[src/rtl/tsq_pkg.sv]
// ----------------------------------------------------------------------------
// tsq_pkg
// Shared types and codes for the shootdown request queue.
// ----------------------------------------------------------------------------
package tsq_pkg;

   typedef enum logic [2:0] {
      OP_ENQ_PAGE  = 3'd0,
      OP_ENQ_ALL   = 3'd1,
      OP_TAKE      = 3'd2,
      OP_ACK       = 3'd3,
      OP_PEND_QRY  = 3'd4,
      OP_ACK_QRY   = 3'd5
   } opcode_type;

   localparam logic [1:0] ST_OK        = 2'd0;
   localparam logic [1:0] ST_QUEUE_FULL = 2'd1;
   localparam logic [1:0] ST_NO_REQ    = 2'd2;
   localparam logic [1:0] ST_ACK_FULL  = 2'd3;

   typedef struct packed {
      logic [31:0] seq;
      logic [63:0] addr;
      logic [5:0]  src;
      logic [5:0]  tgt;
      logic        scope_all;
      logic        has_ctx;
      logic [11:0] ctx;
   } entry_type;

   typedef struct packed {
      logic [2:0]  opcode;
      logic [5:0]  src_core;
      logic [5:0]  tgt_core;
      logic [63:0] page_addr;
      logic        has_context;
      logic [11:0] ctx_id;
      logic [31:0] ack_sequence;
   } req_type;

   typedef struct packed {
      logic [1:0]  status;
      logic        answer_flag;
      logic [31:0] out_sequence;
      logic [5:0]  out_src_core;
      logic [5:0]  out_tgt_core;
      logic        out_scope_all;
      logic [63:0] out_address;
      logic        out_has_context;
      logic [11:0] out_ctx_id;
      logic [4:0]  pending_total;
      logic [6:0]  acknowledged_total;
   } rsp_type;

   typedef enum logic [1:0] {
      S_IDLE,
      S_EXEC,
      S_OUT
   } state_type;

endpackage

[src/rtl/tsq_queue_cell.sv]
// ----------------------------------------------------------------------------
// tsq_queue_cell
// One queue slot: holds an entry, loads a new one or shifts in its neighbor.
// ----------------------------------------------------------------------------
module tsq_queue_cell
   import tsq_pkg::*;
(
   input  logic      clock,
   input  logic      reset,
   input  logic      load,
   input  entry_type load_entry,
   input  logic      shift,
   input  entry_type next_entry,
   input  logic      next_valid,
   input  logic      occupy,
   input  logic [5:0] match_tgt,
   output entry_type entry,
   output logic      valid,
   output logic      hit
);

   entry_type entry_ff, entry_in;
   logic      valid_ff, valid_in;

   always_comb begin
      entry_in = entry_ff;
      valid_in = valid_ff;
      if (load) begin
         entry_in = load_entry;
         valid_in = 1'b1;
      end else if (shift) begin
         entry_in = next_entry;
         valid_in = next_valid;
      end else if (occupy) begin
         valid_in = 1'b1;
      end
   end

   always_ff @(posedge clock) begin
      entry_ff <= entry_in;
      if (reset) begin
         valid_ff <= 1'b0;
      end else begin
         valid_ff <= valid_in;
      end
   end

   assign entry = entry_ff;
   assign valid = valid_ff;
   assign hit   = valid_ff && (entry_ff.tgt == match_tgt);

endmodule

[config.mk]
export PLATFORM = sky130hd
export DESIGN_NAME = tsq_queue_cell
export DESIGN_NICKNAME = d
export VERILOG_FILES = /design/src/rtl/tsq_pkg.sv /design/src/rtl/tsq_queue_cell.sv
export SDC_FILE = /design/constraint.sdc
export NUM_CORES = 1
export LEC_CHECK = 0
export ABC_AREA = 0
export BUFFER_PORTS_ARGS = -buffer_cell sky130_fd_sc_hd__buf_4
export CORE_AREA = 2 2 148 150
export CTS_CLUSTER_SIZE = 16
export DETAILED_ROUTE_END_ITERATION = 16
export DIE_AREA = 0 0 150 152
export PLACE_DENSITY_LB_ADDON = 0.08
export RECOVER_POWER = 25
export SLEW_MARGIN = 40
export SYNTH_ARGS = -nofsm -noshare
export SYNTH_HDL_FRONTEND = slang
export SYNTH_SLANG_ARGS = --single-unit
[constraint.sdc]
create_clock -name clock -period 6.56 [get_ports clock]
set_clock_uncertainty 0.15 [all_clocks]
set_input_delay 0.328 -clock clock [delete_from_list [all_inputs] [get_ports clock]]
set_output_delay 0.328 -clock clock [all_outputs]
set_load 0.02 [all_outputs]
==> results.sh, run 1 <==
export IMPL_crit_type="input port to flip-flop"
export IMPL_relSlewSlack_pct=46.2
export IMPL_finalSetupViolations=0
export IMPL_dieArea_sq_um=22800
export IMPL_fmax_mhz=421
export IMPL_numPortBuffers=379
export IMPL_fin_cells=952
export IMPL_cts_sinks=123
export IMPL_die_height_um=152
export IMPL_syn_avg_cell_area_sq_um=20.2
export IMPL_clk_path_buf_depth=2
export IMPL_grt_pass1_wl_um=22600
export IMPL_drt_total_wl_um=16400
export IMPL_hold_viol=0
export IMPL_wl_per_cell_um=17.2
export IMPL_antenna_left=0
export IMPL_required_ns=6.44
export IMPL_met3_usage_pct=6.97
export IMPL_cts_setup_buffers=0
export IMPL_drive_above_1_share_pct=68.8
export IMPL_yosys_warnings=0
export IMPL_drt_pass1_iter_count=4
export IMPL_period_share_pct=36.3
export IMPL_worstPathMaxFanout=61
export IMPL_ir_drop_mv=0.140
export IMPL_tightest_slew_ns=0.807
export IMPL_syn2layout_area_growth_pct=62.4
export IMPL_grt_busiest_layer="met2"
export IMPL_synthesis_area_sq_um=5490
export IMPL_core_area_sq_um=21400
export IMPL_antenna_found_initial=0
export IMPL_hold_slack_ns=0.0527
export IMPL_routed_via_count=3908
export IMPL_cts_buffers=17
export IMPL_hp_class="input port to flip-flop"
export IMPL_run_status="completed"
export IMPL_clock_latency_ns=0.40
export IMPL_worst_slack_ns=4.18
export IMPL_slew_viol_final=0
export IMPL_dp_cells=920
export IMPL_nFillCells=2075
export IMPL_drc=0
export IMPL_vias_per_cell=4.11
export IMPL_grt_max_degree=70
export IMPL_grt_pass1_vias=3934
export IMPL_power_leakage_uw=0.00384
export IMPL_start_util_pct=25.7
export IMPL_cts_clk_slew_worst_paths_ns=0.05
export IMPL_place_congestion=0.763
export IMPL_rsz0062_at_grt="false"
export IMPL_pre_cts_ws_ns=3.59
export IMPL_ys_ff_latch=123
export IMPL_ios=380
export IMPL_num_antenna_cells=0
export IMPL_die_w_um=150
export IMPL_cts_root_buf="clkbuf_16"
export IMPL_initialDrtViolationCount=110
export IMPL_max_cap_viol_count=0
export IMPL_grt_usage_pct=13.5
export IMPL_place_area_sq_um=8610
export IMPL_regArea_sq_um=3680
export IMPL_worstSetupStartpointType="input port"
export IMPL_grt_util_met1_pct=13.1
export IMPL_end_kind="flip-flop"
export IMPL_cts_tree="done"
export IMPL_num_rows=54
export IMPL_grt_overflow=0
export IMPL_p_per_area_nw_per_um2=262
export IMPL_seq_area_frac_synth_pct=67.1
export IMPL_period_minus_slack_ns=2.38
export IMPL_final_area_sq_um=8910
export IMPL_cp_arrival_ns=2.26
export IMPL_htree_levels=4
export IMPL_netlist_instances=272
export IMPL_fin_tns_setup_ns=0
export IMPL_layout_nets=916
export IMPL_use_met2_pct=24.4
export IMPL_synth_fp_nets=528
export IMPL_multi_input_area_sq_um=1560
export IMPL_ys_types=15
-- layer usage --
layer  wire [um]  part of all wire (%)
met5           0                     0
met4         283                   1.7
met3        2050                    13
met2        8520                    52
met1        5510                    34
-- placed cells by master, fill, tap and decap left out, drive strengths merged, types with 2 or more instances in the layout --
master,count
mux2,122
clkinvlp,5
clkinv,5
xnor2,3
xor2,3
buf,344
edfxtp,122
bufinv,2
clkbuf,57
-- metrics by stage --
step / utilization (%) / power, uW
6_report: 41.7 / 2340
5_1_grt: 41.7 / 2440
4_1_cts: 43.0 / 2420
3_5_place_dp: 40.3 / 1510
3_3_place_gp: 40.2 / 1510
2_1_floorplan: - / 1240
-- cell usage after synthesis, drive strengths merged --
cell      n  area share, %
or2       1           0.11
a21oi     1          0.091
nor2      1          0.068
nand4     1           0.11
or3       1           0.11
xor2      3           0.48
dfxtp     1           0.36
nand2b    1           0.11
mux2    122             29
buf      14            2.2
edfxtp  122             67
xnor2     3           0.48
nor4      1           0.11
-- registers in the layout (all words and copies together) (netlist names) --
signal  cells
entry     122
valid       1
-- path summary, 6_finish.rpt --
check | start | to | slack [ns] | cells past startpoint
setup reg to reg | valid$_SDFFE_PP0P_ | valid$_SDFFE_PP0P_ | 5.41 | 3
hold reg to reg | valid$_SDFFE_PP0P_ | valid$_SDFFE_PP0P_ | 0.49 | 3
setup / recovery | load | entry[37]$_DFFE_PP_ | 4.18 | 4
hold / removal | next_entry[81] | entry[81]$_DFFE_PP_ | 0.05 | 2
-- report_power, final --
group	total (uW)	internal, uW	switching (uW)
combinational	457	237	220
sequential	993	966	27.6
clock	888	553	335
-- worst max-delay path, cell delays in order --
cell	delay [ns]
buf_6	0.39
or2_4	0.52
buf_12	0.27
buf_4	0.66
-- timing repair --
| action | CTS | global route |
|---|---|---|
| hold buffers | 1 | 0 |
| resized for setup | 0 | 0 |
| endpoints found under the hold margin | 1 | 0 |
-- cells by family (layout without fill, tap and decap cells) --
family	after synthesis	after routing	synth area share [%]
buffers and inverters	14	414	2.19
DFF	123	123	67.1
AOI/OAI and AO/OA	1	1	0.0911
muxes	122	122	29.0
and+or+nand+nor	6	6	0.639
xor gates and xnor gates	6	6	0.958
-- area by class of cell --
cell class	count	share of cell area, %
flip-flops and latches	123	41.3
repair buffers	383	30.9
multi-input cells	135	17.5
clock buffers	19	4.86
well taps	280	3.93
clock inverters	12	1.42
Note: power is estimated with default switching activity, not from simulation.
==> inputs of run 2 (changes only) <==
==> constraint.sdc (replaced) <==
create_clock -name clock -period 2.5 [get_ports clock]
set_clock_uncertainty 0.15 [all_clocks]
set_input_delay 0.125 -clock clock [delete_from_list [all_inputs] [get_ports clock]]
set_output_delay 0.125 -clock clock [all_outputs]
set_load 0.02 [all_outputs]
==> run 2 against run 1 <==
  * The flow now stops in clock tree synthesis (4_1_cts)
  * Area after synthesis stayed put
  * Synthesized cell count stayed put
==> results.sh, run 2 <==
export IMPL_run_status="aborted with a tool error"
export IMPL_stop_stage="clock tree synthesis (4_1_cts)"
export IMPL_stop_error="[ERROR RSZ-0060] Max buffer count reached."
export IMPL_die_height_um=152
export IMPL_synth_most_common_cell="edfxtp_1"
export IMPL_syn_avg_cell_area_sq_um=20.2
export IMPL_start_util_pct=25.7
export IMPL_netlist_instances=272
export IMPL_numPortBuffers=379
export IMPL_cts_setup_buffers=0
export IMPL_dp_cells=924
export IMPL_cts_sinks=123
export IMPL_ys_ff_latch=123
export IMPL_cts_hold_buf=192
export IMPL_yosys_warnings=0
export IMPL_ys_top_cells_by_count="edfxtp_1 (122), mux2_2 (64), mux2_4 (58)"
export IMPL_die_w_um=150
export IMPL_cts_root_buf="clkbuf_16"
export IMPL_cts_buffers=17
export IMPL_async_reset_ff_share_pct=0
export IMPL_hpwl_um=13300
export IMPL_place_congestion=0.722
export IMPL_seq_area_frac_synth_pct=67.1
export IMPL_ys_types=15
export IMPL_post_cts_resized=0
export IMPL_pre_cts_ws_ns=0.772
export IMPL_synth_top_area_share_pct=66.8
export IMPL_ios=380
export IMPL_synth_top_area_cell="edfxtp_1"
export IMPL_clk_path_buf_depth=2
export IMPL_num_rows=54
export IMPL_yosys_most_used_dff="edfxtp_1"
export IMPL_htree_levels=4
export IMPL_synth_edf_count=122
export IMPL_synthesis_area_sq_um=5490
export IMPL_synth_fp_nets=528
export IMPL_yosys_top_cells_area="edfxtp_1 (67%), mux2_4 (16%), mux2_2 (13%)"
[run 2: kinds of logic after synthesis]
logic type	count (synthesis)	synth area share [%]
AND/OR/NAND/NOR	6	0.639
XOR/XNOR	6	0.958
AO/OA/AOI/OAI	1	0.0911
flip-flops	123	67.1
multiplexers	122	29.0
buffers and inverters	14	2.19
[run 2: through the flow]
step | hold WS [ns] | cell area, sq um
2_1_floorplan | 0.0474 | 5490
3_3_place_gp | 0.134 | 8670
3_5_place_dp | 0.137 | 8670
==> inputs of run 3 (changes only) <==
--- a/config.mk
+++ b/config.mk
@@ -7,11 +7,10 @@
 export LEC_CHECK = 0
 export ABC_AREA = 0
 export BUFFER_PORTS_ARGS = -buffer_cell sky130_fd_sc_hd__buf_4
-export CORE_AREA = 2 2 148 150
-export CTS_CLUSTER_SIZE = 16
+export CORE_AREA = 2 2 147 149
 export DETAILED_ROUTE_END_ITERATION = 16
-export DIE_AREA = 0 0 150 152
-export PLACE_DENSITY_LB_ADDON = 0.08
+export DIE_AREA = 0 0 149 151
+export PLACE_DENSITY_LB_ADDON = 0.15
 export RECOVER_POWER = 25
 export SLEW_MARGIN = 40
 export SYNTH_ARGS = -nofsm -noshare
==> run 3 against run 2 <==
  * The run again fails in clock tree synthesis (4_1_cts)
  * Area after synthesis did not move
  * Synthesized cell count unchanged
==> results.sh, run 3 <==
export IMPL_cts_setup_buffers=0
export IMPL_ys_ff_latch=123
export IMPL_syn_avg_cell_area_sq_um=20.2
export IMPL_synth_edf_count=122
export IMPL_clk_path_buf_depth=2
export IMPL_start_util_pct=26.4
export IMPL_ios=380
export IMPL_async_reset_ff_share_pct=0
export IMPL_cts_buffers=17
export IMPL_die_height_um=151
export IMPL_hpwl_um=13300
export IMPL_cts_sinks=123
export IMPL_cts_root_buf="clkbuf_16"
export IMPL_stop_stage="clock tree synthesis (4_1_cts)"
export IMPL_synth_most_common_cell="edfxtp_1"
export IMPL_numPortBuffers=379
export IMPL_htree_levels=4
export IMPL_ys_top_cells_by_count="edfxtp_1 (122), mux2_2 (64), mux2_4 (58)"
export IMPL_num_rows=53
export IMPL_synth_fp_nets=528
export IMPL_synthesis_area_sq_um=5490
export IMPL_netlist_instances=272
export IMPL_ys_types=15
export IMPL_post_cts_resized=0
export IMPL_synth_top_area_share_pct=66.8
export IMPL_yosys_most_used_dff="edfxtp_1"
export IMPL_yosys_warnings=0
export IMPL_yosys_top_cells_area="edfxtp_1 (67%), mux2_4 (16%), mux2_2 (13%)"
export IMPL_cts_hold_buf=190
export IMPL_stop_error="[ERROR RSZ-0060] Max buffer count reached."
export IMPL_place_congestion=0.757
export IMPL_synth_top_area_cell="edfxtp_1"
export IMPL_run_status="aborted with a tool error"
export IMPL_seq_area_frac_synth_pct=67.1
export IMPL_die_w_um=149
==> run 3: cell counts after synthesis <==
No cell type changed its count.
==> run 3: cells by family after synthesis <==
group | after synthesis | synth area share (%)
AOI/OAI and AO/OA | 1 | 0.0911
xor gates and xnor gates | 6 | 0.958
buffers and inverters | 14 | 2.19
DFF | 123 | 67.1
muxes | 122 | 29.0
and+or+nand+nor | 6 | 0.639
==> run 3: through the flow <==
step / cell area [sq um] / worst slack (ns) / instances
floorplan: 5490 / 0.481 / 272
global placement: 8640 / 0.837 / 917
detailed placement: 8640 / 0.828 / 917
