`src/rtl/tsq_pkg.sv`:
```
// ----------------------------------------------------------------------------
// tsq_pkg
// Shared types and codes for the shootdown request queue.
// ----------------------------------------------------------------------------
package tsq_pkg;

   typedef enum logic [2:0] {
      OP_ENQ_PAGE  = 3'd0,
      OP_ENQ_ALL   = 3'd1,
      OP_TAKE      = 3'd2,
      OP_ACK       = 3'd3,
      OP_PEND_QRY  = 3'd4,
      OP_ACK_QRY   = 3'd5
   } opcode_type;

   localparam logic [1:0] ST_OK        = 2'd0;
   localparam logic [1:0] ST_QUEUE_FULL = 2'd1;
   localparam logic [1:0] ST_NO_REQ    = 2'd2;
   localparam logic [1:0] ST_ACK_FULL  = 2'd3;

   typedef struct packed {
      logic [31:0] seq;
      logic [63:0] addr;
      logic [5:0]  src;
      logic [5:0]  tgt;
      logic        scope_all;
      logic        has_ctx;
      logic [11:0] ctx;
   } entry_type;

   typedef struct packed {
      logic [2:0]  opcode;
      logic [5:0]  src_core;
      logic [5:0]  tgt_core;
      logic [63:0] page_addr;
      logic        has_context;
      logic [11:0] ctx_id;
      logic [31:0] ack_sequence;
   } req_type;

   typedef struct packed {
      logic [1:0]  status;
      logic        answer_flag;
      logic [31:0] out_sequence;
      logic [5:0]  out_src_core;
      logic [5:0]  out_tgt_core;
      logic        out_scope_all;
      logic [63:0] out_address;
      logic        out_has_context;
      logic [11:0] out_ctx_id;
      logic [4:0]  pending_total;
      logic [6:0]  acknowledged_total;
   } rsp_type;

   typedef enum logic [1:0] {
      S_IDLE,
      S_EXEC,
      S_OUT
   } state_type;

endpackage

```
`src/rtl/tsq_ack_cell.sv`:
```
// ----------------------------------------------------------------------------
// tsq_ack_cell
// One acknowledge table slot with its own compare.
// ----------------------------------------------------------------------------
module tsq_ack_cell
   import tsq_pkg::*;
(
   input  logic        clock,
   input  logic        reset,
   input  logic        load,
   input  logic [31:0] load_seq,
   input  logic [31:0] match_seq,
   output logic        valid,
   output logic        hit
);

   logic [31:0] seq_ff;
   logic        valid_ff;

   always_ff @(posedge clock) begin
      if (load) begin
         seq_ff <= load_seq;
      end
      if (reset) begin
         valid_ff <= 1'b0;
      end else if (load) begin
         valid_ff <= 1'b1;
      end
   end

   assign valid = valid_ff;
   assign hit   = valid_ff && (seq_ff == match_seq);

endmodule

```
`config.mk`:
```
export PLATFORM = sky130hd
export DESIGN_NAME = tsq_ack_cell
export DESIGN_NICKNAME = d
export VERILOG_FILES = /design/src/rtl/tsq_pkg.sv /design/src/rtl/tsq_ack_cell.sv
export SDC_FILE = /design/constraint.sdc
export NUM_CORES = 1
export LEC_CHECK = 0
export BUFFER_PORTS_ARGS = -buffer_cell sky130_fd_sc_hd__buf_4
export CAP_MARGIN = 20
export CORE_AREA = 2 2 63 65
export DETAILED_ROUTE_END_ITERATION = 6
export DIE_AREA = 0 0 65 67
export PLACE_DENSITY_LB_ADDON = 0.15
export SKIP_LAST_GASP = 1
export SLEW_MARGIN = 15
export SYNTH_ARGS = -nofsm -noshare
export SYNTH_HDL_FRONTEND = slang
export SYNTH_SLANG_ARGS = --single-unit
```
`constraint.sdc`:
```
create_clock -name clock -period 3.8 [get_ports clock]
set_input_delay 0.57 -clock clock [delete_from_list [all_inputs] [get_ports clock]]
set_output_delay 0.57 -clock clock [all_outputs]
set_load 0.05 [all_outputs]
```
==> impl_metrics.py, run 1 <==
metrics = {
    "routing": {
        "drt_iter0_drc": 13,
        "ant_nets": 0,
        "firstDrtPassIters": 4,
        "drt-wirelength-per-cell_um": 12.3,
        "via_count": 900,
        "wl_um": 2500,
        "routed_via_density": 4.43,
        "drc_errors": 0,
    },
    "clock_network": {
        "clock_path_buffers": 2,
        "clkSinkCount": 33,
        "clk_latency_ns": 0.27,
        "post-cts-setup-buffers": 0,
        "clk_pin_slew_ns": 0.06,
        "cts-root-buf": "clkbuf_8",
        "h-tree-depth": 2,
        "hold_buffers": 0,
        "cts_tree": "built",
        "cts_made_buffers": 5,
        "cts.repair.resized": 0,
    },
    "place": {
        "hpwl_um": 1920,
        "gp_congestion": 0.633,
        "post-place-ws_ns": 1.43,
        "io_buffers": 68,
        "dp.cells": 195,
    },
    "sta": {
        "period_needed_ns": 2.37,
        "fin_setup_tns_ns": 0,
        "setup_viol": 0,
        "max_slew_margin_pct": 72.9,
        "tightest_slew_ns": 0.406,
        "maxClockFrequency_mhz": 422,
        "final_max_slew_viol_count": 0,
        "setup_ws_ns": 1.43,
        "skew_ns": 0,
        "fin_crit_sh_pct": 62.4,
        "grt_setup_unrepaired": "no",
        "hold_viol": 0,
    },
    "power": {
        "vdd_ir_drop_max_uv": 306,
        "p_leak_nw": 0.838,
        "power.total_mw": 0.803,
        "pwr_density_cell_nw_per_um2": 401,
    },
    "logic_synthesis": {
        "ys_seq_elements": 33,
        "avgSynthCellArea_um2": 17.0,
        "yosys.area.top_type": "edfxtp_1",
        "synth-compound-area-share_pct": 0,
        "yosysTopAreaCellShare_pct": 71.5,
        "synth_top_family_by_area": "XOR/XNOR gates",
        "synth_area_um2": 1340,
        "synth_xor_area_share_pct": 20.9,
        "synth_fp_nets": 146,
        "yosys_warnings": 0,
        "synth.area.top_cells": "edfxtp_1, xor2_1, nor4_1, dfxtp_1, nand3_1",
        "synthAdderAreaFrac_pct": 0,
        "synth_cells": 79,
        "synthMuxAreaShare_pct": 0,
        "ys_types": 10,
        "ys_seq_area_share_pct": 73.0,
        "yosys.area_share.simple_pct": 6.15,
    },
    "global_routing": {
        "grt_pass1_wl_um": 3760,
        "grt_pass1_vias": 856,
        "antenna_found_initial": 0,
        "grt_start_max_net_pins": 34,
        "grt_usage_pct": 12.3,
        "grt.overflow.total": 0,
    },
    "final_layout": {
        "instances_no_fill": 203,
        "nFillCells": 308,
        "drive_above_1_share_pct": 48.4,
        "synthToLayoutAreaGrowth_pct": 49.2,
        "fin_util_pct": 55.6,
        "diodes": 0,
        "num-nets-final": 221,
    },
    "floorplan": {
        "chipWidth_um": 65,
        "start_util_pct": 37.3,
        "rows": 22,
        "core_um2": 3610,
        "dieArea_um2": 4360,
        "top_level_ports": 69,
        "die_h_um": 67,
    },
    "critical_path": {
        "cp-start-kind": "input port",
        "endpoint_kind": "output pin",
        "cp_max_fo": 1,
        "slowest_delay_ns": 0.38,
        "arrival_ns": 1.80,
        "path_class": "in2out",
        "crit_family": "simple AND/OR/NAND/NOR gates",
        "critical_path.slowest_cell": "nor4_1",
        "path_cells": "buf_4 -> xor2_1 -> nor4_1 -> nand4_1 -> nor3_2 -> buf_4",
        "cp_common_cell": "buf_4",
        "worst-path-buf-inv": 2,
        "crit_required_ns": 3.23,
    },
    "outcome": {
        "status": "completed",
    },
    "run": {
        "max_cap_violations": 0,
    },
    "hold_path": {
        "hold_path.class": "in2reg",
    },
}
## final cells by class
class	instances	area [um2]	area share, %
clock buffers	8	90.1	4.49
multi-input cells	46	363	18.1
flip-flops and latches	33	981	48.9
well taps	48	60.1	3.00
repair buffers	68	510	25.5
## stage by stage
stage / cell area (um2) / hold WS (ns)
final: 2000 / 0.450
after global routing: 2000 / 0.440
after CTS: 2000 / 0.440
after detailed placement: 1910 / 0.501
after global placement: 1910 / 0.483
after floorplan: 1340 / 0.642
## registers in the layout (all words and copies together) (netlist names)
name    count
seq_ff     32
valid       1
## cell usage in the layout (no fill, tap or decap), types with 2 or more instances in the layout
cell type,Yosys,routed
buf_4,0,68
nor4_1,7,7
clkbuf_8,0,6
xor2_1,31,31
nor2_1,2,2
clkbuf_1,0,2
nand3_1,2,2
edfxtp_1,32,32
## worst paths after layout
kind	start	endpoint	slack [ns]	depth (start not counted)
min	reset	valid$_SDFFE_PP0P_	0.45	2
max reg2reg	valid$_SDFFE_PP0P_	valid$_SDFFE_PP0P_	3.23	2
max	match_seq[23]	hit	1.43	6
min reg2reg	valid$_SDFFE_PP0P_	valid$_SDFFE_PP0P_	0.50	2
## power breakdown
part	switching [mW]	leakage (nW)	internal (mW)
registers	0.0114	0.322	0.431
clock network	0.114	0.0455	0.147
logic	0.0357	0.471	0.0629
## cells by family after synthesis
| kind of cell | Yosys count |
|---|---|
| DFF | 33 |
| and+or+nand+nor | 14 |
| xor gates and xnor gates | 32 |
## Yosys cell counts (all sizes together)
cell    number
xor2        31
nand4        1
nor2         2
dfxtp        1
xnor2        1
edfxtp      32
nand3        2
nor3         2
nor4         7
## layer usage
layer | global-route usage (%) | wire [um] | vias to the layer above
li1 | - | - | 438
met1 | 12.8 | 887 | 415
met2 | 20.1 | 1330 | 43
met3 | 5.57 | 239 | 4
met4 | 7.98 | 46 | 0
met5 | 0 | 0 | -
Note: power is estimated with default switching activity, not from simulation.
==> inputs of run 2 (changes only) <==
--- a/config.mk
+++ b/config.mk
@@ -5,11 +5,12 @@
 export SDC_FILE = /design/constraint.sdc
 export NUM_CORES = 1
 export LEC_CHECK = 0
+export ABC_AREA = 1
 export BUFFER_PORTS_ARGS = -buffer_cell sky130_fd_sc_hd__buf_4
 export CAP_MARGIN = 20
-export CORE_AREA = 2 2 63 65
+export CORE_AREA = 2 2 68 70
 export DETAILED_ROUTE_END_ITERATION = 6
-export DIE_AREA = 0 0 65 67
+export DIE_AREA = 0 0 70 72
 export PLACE_DENSITY_LB_ADDON = 0.15
 export SKIP_LAST_GASP = 1
 export SLEW_MARGIN = 15
==> constraint.sdc (replaced) <==
create_clock -name clock -period 2.2 [get_ports clock]
set_input_delay 0.33 -clock clock [delete_from_list [all_inputs] [get_ports clock]]
set_output_delay 0.33 -clock clock [all_outputs]
set_load 0.05 [all_outputs]
==> impl_metrics.py, run 2 <==
metrics = {
    "final_layout": {
        "diodes": 0,
        "instances_no_fill": 301,
        "largest_reg_flops": 32,
        "layout_commonest_cell": "buf_4",
        "synthToLayoutAreaGrowth_pct": 42.4,
        "multi_input_area_um2": 442,
        "regArea_um2": 981,
        "num-nets-final": 315,
        "drive_above_1_share_pct": 30.9,
        "stdcell_area_um2": 2230,
        "largest_register": "seq_ff",
        "fin_util_pct": 52.4,
        "final_cell_mix": "buf_4, nand2_1, inv_1, edfxtp_1, nor2_1",
        "nFillCells": 420,
    },
    "hold_path": {
        "hold_path.class": "in2reg",
        "hold_depth": 2,
        "hold_end": "valid$_SDFFE_PP0P_",
        "hp-start": "reset",
    },
    "power": {
        "internal_power_mw": 1.12,
        "pwr-share-comb_pct": 14.6,
        "netSwitchingPower_mw": 0.310,
        "p_sw_share_pct": 21.7,
        "pwr-share-seq_pct": 53.6,
        "clkPwrFrac_pct": 31.8,
        "pwr_density_cell_nw_per_um2": 639,
        "vdd_ir_drop_max_uv": 426,
        "p_leak_nw": 1.13,
    },
    "sta": {
        "hold_viol": 0,
        "grt_setup_unrepaired": "no",
        "max_slew_margin_pct": 72.2,
        "maxClockFrequency_mhz": 535,
        "tightest_slew_ns": 0.417,
        "fin_setup_tns_ns": 0,
        "timing.hold.ws_ns": 0.197,
        "fin_crit_sh_pct": 85.0,
        "skew_ns": 0,
        "period_needed_ns": 1.87,
        "final_max_slew_viol_count": 0,
        "setup_viol": 0,
    },
    "logic_synthesis": {
        "ys.flop_type": "edfxtp_1",
        "synth.most_common_cell": "nand2_1",
        "avgSynthCellArea_um2": 9.07,
        "yosys_warnings": 0,
        "synth_area_um2": 1570,
        "synth_cells": 173,
        "yosys-top-cells-count": "nand2_1, inv_1, edfxtp_1",
        "yosysTopAreaCellShare_pct": 61.2,
        "ys_seq_area_share_pct": 62.5,
        "synth_edf_count": 32,
        "yosys.area.top_type": "edfxtp_1",
        "async_reset_ff_share_pct": 0,
        "ys_seq_elements": 33,
        "synth.area.top_cells": "edfxtp_1, nand2_1, inv_1, nor2_1, xnor2_1",
        "ys_types": 15,
        "synth_fp_nets": 240,
    },
    "global_routing": {
        "grt.overflow.total": 0,
        "grt_usage_pct": 12.4,
        "antenna_found_initial": 0,
        "grt_start_max_net_pins": 34,
        "grt_busiest_layer": "met2",
        "grt_pass1_vias": 1224,
        "grtUsageMet3_pct": 3.89,
        "grt_util_met1_pct": 13.9,
        "met2_usage_pct": 22.1,
        "grt_pass1_wl_um": 4880,
    },
    "floorplan": {
        "core_um2": 4260,
        "rows": 24,
        "die_h_um": 72,
        "start_util_pct": 36.8,
        "chipWidth_um": 70,
        "top_level_ports": 69,
        "dieArea_um2": 5040,
    },
    "clock_network": {
        "clk_latency_ns": 0.28,
        "cts_tree": "built",
        "h-tree-depth": 2,
        "post-cts-setup-buffers": 0,
        "cts.repair.resized": 0,
        "hold_buffers": 0,
        "clk_pin_slew_ns": 0.06,
        "clkSinkCount": 33,
        "cts_made_buffers": 5,
        "cts-root-buf": "clkbuf_8",
        "clock_path_buffers": 2,
    },
    "critical_path": {
        "crit_required_ns": 1.87,
        "cp_max_fo": 2,
        "cp-start-kind": "flop",
        "r2r-start": "valid$_SDFFE_PP0P_",
        "regToRegSetupSlack_ns": 1.62,
        "arrival_ns": 1.54,
        "endpoint_kind": "output pin",
        "worstRegToRegCells": 2,
        "r2r-end": "valid$_SDFFE_PP0P_",
        "path_class": "reg2out",
    },
    "routing": {
        "wl_um": 2990,
        "ant_nets": 0,
        "drc_errors": 0,
        "routed_via_density": 4.11,
        "via_count": 1238,
        "drt_iter0_drc": 75,
        "firstDrtPassIters": 3,
        "drt-wirelength-per-cell_um": 9.94,
    },
    "place": {
        "gp_congestion": 0.768,
        "placed_area_um2": 2140,
        "dp.cells": 293,
        "hpwl_um": 2340,
        "io_buffers": 68,
    },
    "run": {
        "max_cap_violations": 0,
    },
    "outcome": {
        "status": "completed",
    },
}
[run 2: power by group through the flow]
stage / registers, mW / clock network, mW / logic (mW)
2_1_floorplan: 0.780 / 0 / 0.0844
3_3_place_gp: 0.777 / 0 / 0.208
3_5_place_dp: 0.779 / 0 / 0.211
4_1_cts: 0.765 / 0.479 / 0.212
5_1_grt: 0.770 / 0.495 / 0.237
6_report: 0.765 / 0.455 / 0.208
[run 2: worst max path at each step]
stage / startpoint / to / slack (ns) / cells after the start
after floorplan: valid$_SDFFE_PP0P_ / hit / 0.17 / 6
after global placement: match_seq[6] / hit / 0.56 / 9
after detailed placement: match_seq[25] / hit / 0.55 / 9
after CTS: seq_ff[31]$_DFFE_PP_ / hit / 0.28 / 8
after global routing: seq_ff[31]$_DFFE_PP_ / hit / 0.16 / 8
final: seq_ff[31]$_DFFE_PP_ / hit / 0.33 / 8
[run 2: cell type report]
class	instances	share of cell area, %
repair buffers	68	22.8
clock buffers	8	4.03
multi-input cells	101	19.8
flip-flops and latches	33	43.9
well taps	52	2.91
inverters	39	6.55
[run 2: critical path, stage by stage (launching register included)]
cell and delay, ns:
edfxtp_1 0.40, nand2_2 0.08, nand2_1 0.04, nor2_1 0.10, nand2_1 0.06, nor2_1 0.12
nand3_1 0.11, nor2_1 0.13, buf_4 0.22
[run 2: logic make-up after synthesis]
group | Yosys count | synth area share (%)
and+or+nand+nor | 85 | 21.0
DFF | 33 | 62.5
xor gates and xnor gates | 8 | 4.47
AOI/OAI and AO/OA | 8 | 2.71
buffers and inverters | 39 | 9.33
[run 2: stage by stage]
step	setup slack, ns	total power [mW]
5_1_grt	0.161	1.50
6_report	0.330	1.43
2_1_floorplan	0.174	0.864
3_5_place_dp	0.552	0.990
4_1_cts	0.282	1.46
3_3_place_gp	0.556	0.985
[run 2: layer usage]
layer  routed length [um]  part of all wire (%)  up-vias
li1                     -                     -      674
met2                 1500                    50       48
met1                 1180                    39      511
met5                    0                     0        -
met4                   44                   1.5        0
met3                  268                   9.0        5
==> inputs of run 3 (changes only) <==
--- a/config.mk
+++ b/config.mk
@@ -5,12 +5,12 @@
 export SDC_FILE = /design/constraint.sdc
 export NUM_CORES = 1
 export LEC_CHECK = 0
-export ABC_AREA = 1
+export ABC_AREA = 0
 export BUFFER_PORTS_ARGS = -buffer_cell sky130_fd_sc_hd__buf_4
 export CAP_MARGIN = 20
-export CORE_AREA = 2 2 68 70
+export CORE_AREA = 2 2 63 65
 export DETAILED_ROUTE_END_ITERATION = 6
-export DIE_AREA = 0 0 70 72
+export DIE_AREA = 0 0 65 67
 export PLACE_DENSITY_LB_ADDON = 0.15
 export SKIP_LAST_GASP = 1
 export SLEW_MARGIN = 15
==> constraint.sdc (replaced) <==
create_clock -name clock -period 1.65 [get_ports clock]
set_input_delay 0.2475 -clock clock [delete_from_list [all_inputs] [get_ports clock]]
set_output_delay 0.2475 -clock clock [all_outputs]
set_load 0.05 [all_outputs]
==> impl_metrics.py, run 3 (synthesis gave the netlist of run 1 again) <==
metrics = {
    "final_layout": {
        "largest_register": "seq_ff",
        "synthToLayoutAreaGrowth_pct": 50.1,
        "layout_commonest_cell": "buf_4",
        "largest_reg_flops": 32,
        "stdcell_area_um2": 2020,
        "diodes": 0,
        "fin_util_pct": 55.9,
        "num-nets-final": 221,
        "final_cell_mix": "buf_4, edfxtp_1, xor2_1, nor4_1, clkbuf_8",
        "instances_no_fill": 203,
        "drive_above_1_share_pct": 49.0,
    },
    "power": {
        "pwr-share-comb_pct": 12.8,
        "internal_power_mw": 1.44,
        "netSwitchingPower_mw": 0.362,
        "p_sw_share_pct": 20.1,
        "pwr_density_cell_nw_per_um2": 893,
        "vdd_ir_drop_max_uv": 496,
        "p_leak_nw": 0.850,
        "clkPwrFrac_pct": 30.6,
        "power.total_mw": 1.80,
        "pwr-share-seq_pct": 56.6,
    },
    "clock_network": {
        "clock_path_buffers": 2,
        "h-tree-depth": 2,
        "hold_buffers": 0,
        "cts_tree": "built",
        "clkSinkCount": 33,
        "clk_latency_ns": 0.27,
        "cts-root-buf": "clkbuf_8",
        "clk_pin_slew_ns": 0.06,
        "cts_made_buffers": 5,
    },
    "critical_path": {
        "cp-start-kind": "flop",
        "crit_required_ns": 1.40,
        "arrival_ns": 1.66,
        "cp_max_fo": 1,
        "endpoint_kind": "output pin",
        "path_class": "reg2out",
    },
    "routing": {
        "wl_um": 2430,
        "drt_iter0_drc": 18,
        "routed_via_density": 4.23,
        "drc_errors": 0,
        "drt-wirelength-per-cell_um": 12.0,
        "via_count": 858,
        "firstDrtPassIters": 2,
        "ant_nets": 0,
    },
    "sta": {
        "grt_setup_unrepaired": "yes",
        "max_slew_margin_pct": 72.2,
        "setup_ws_ns": -0.257,
        "hold_viol": 0,
        "final_max_slew_viol_count": 0,
        "maxClockFrequency_mhz": 524,
        "setup_viol": 1,
        "fin_crit_sh_pct": 116,
        "skew_ns": 0,
        "tightest_slew_ns": 0.416,
        "period_needed_ns": 1.91,
    },
    "place": {
        "post-place-ws_ns": -0.0846,
        "gp_congestion": 0.662,
        "placed_area_um2": 1920,
        "dp.cells": 195,
        "io_buffers": 68,
        "hpwl_um": 1860,
    },
    "global_routing": {
        "grt_usage_pct": 12.0,
        "grt.overflow.total": 0,
        "grt_pass1_wl_um": 3660,
        "grt_pass1_vias": 832,
        "antenna_found_initial": 0,
        "grt_start_max_net_pins": 34,
    },
    "floorplan": {
        "start_util_pct": 37.3,
        "chipWidth_um": 65,
        "dieArea_um2": 4360,
        "top_level_ports": 69,
        "rows": 22,
        "die_h_um": 67,
        "core_um2": 3610,
    },
    "outcome": {
        "violations": "setup timing",
        "status": "complete, but fails checks",
    },
    "hold_path": {
        "hold_path.class": "in2reg",
    },
    "run": {
        "max_cap_violations": 0,
    },
}
run 3: cell count changes in the layout (fill, tap and decap cells not counted), sizes merged:
| cell | delta |
|---|---|
| nand2 | -60 |
| inv | -39 |
| xor2 | +28 |
| nor2 | -19 |
| nor4 | +7 |
| o21ai | -7 |
| xnor2 | -4 |
| nand4 | +1 |
| o211ai | -1 |
run 3: routing by layer:
metal	wire (um)	vias to the layer above	global-route usage, %
li1	-	439	-
met2	1250	46	19.7
met3	289	4	6.76
met4	24	0	4.79
met1	871	369	12.6
met5	0	-	0
run 3: area by class of cell:
cell class | instances | area [um2]
clock buffer | 8 | 80.1
fill | 316 | 1590
multi-input combinational | 46 | 382
sequential | 33 | 981
tap | 48 | 60.1
timing repair buffer | 68 | 514
run 3: power groups by stage:
stage                     clock [mW]  combinational (mW)  sequential, mW
after detailed placement           0               0.228            1.04
after CTS                      0.586               0.235            1.02
after global placement             0               0.222            1.04
final                          0.551               0.230            1.02
after floorplan                    0              0.0693            1.04
after global routing           0.616               0.253            1.03
run 3: through the flow:
step	TNS, ns	hold WS (ns)
finish	-0.257	0.127
CTS	-0.316	0.120
global placement	-0.0842	0.408
global route	-0.374	0.116
detailed placement	-0.0846	0.417
floorplan	0	0.320
run 3: final timing paths:
check | start | endpoint | slack [ns] | cells past startpoint
worst max-delay path | seq_ff[21]$_DFFE_PP_ | hit | -0.26 | 5
worst min register to register | valid$_SDFFE_PP0P_ | valid$_SDFFE_PP0P_ | 0.50 | 2
worst min-delay path | reset | valid$_SDFFE_PP0P_ | 0.13 | 2
worst max register to register | valid$_SDFFE_PP0P_ | valid$_SDFFE_PP0P_ | 1.09 | 2
run 3: critical path, cell delays in order (launching register included):
cell and delay, ns:
edfxtp_1 0.39, xor2_1 0.15, nor4_1 0.27, nand3_1 0.18, nor3_4 0.21, buf_6 0.18
run 3: repair_timing:
action                     in CTS  in global routing
pin swaps                       1                  0
setup endpoints to repair       1                  1
gates resized for setup         3                  0
setup buffers                   0                  0
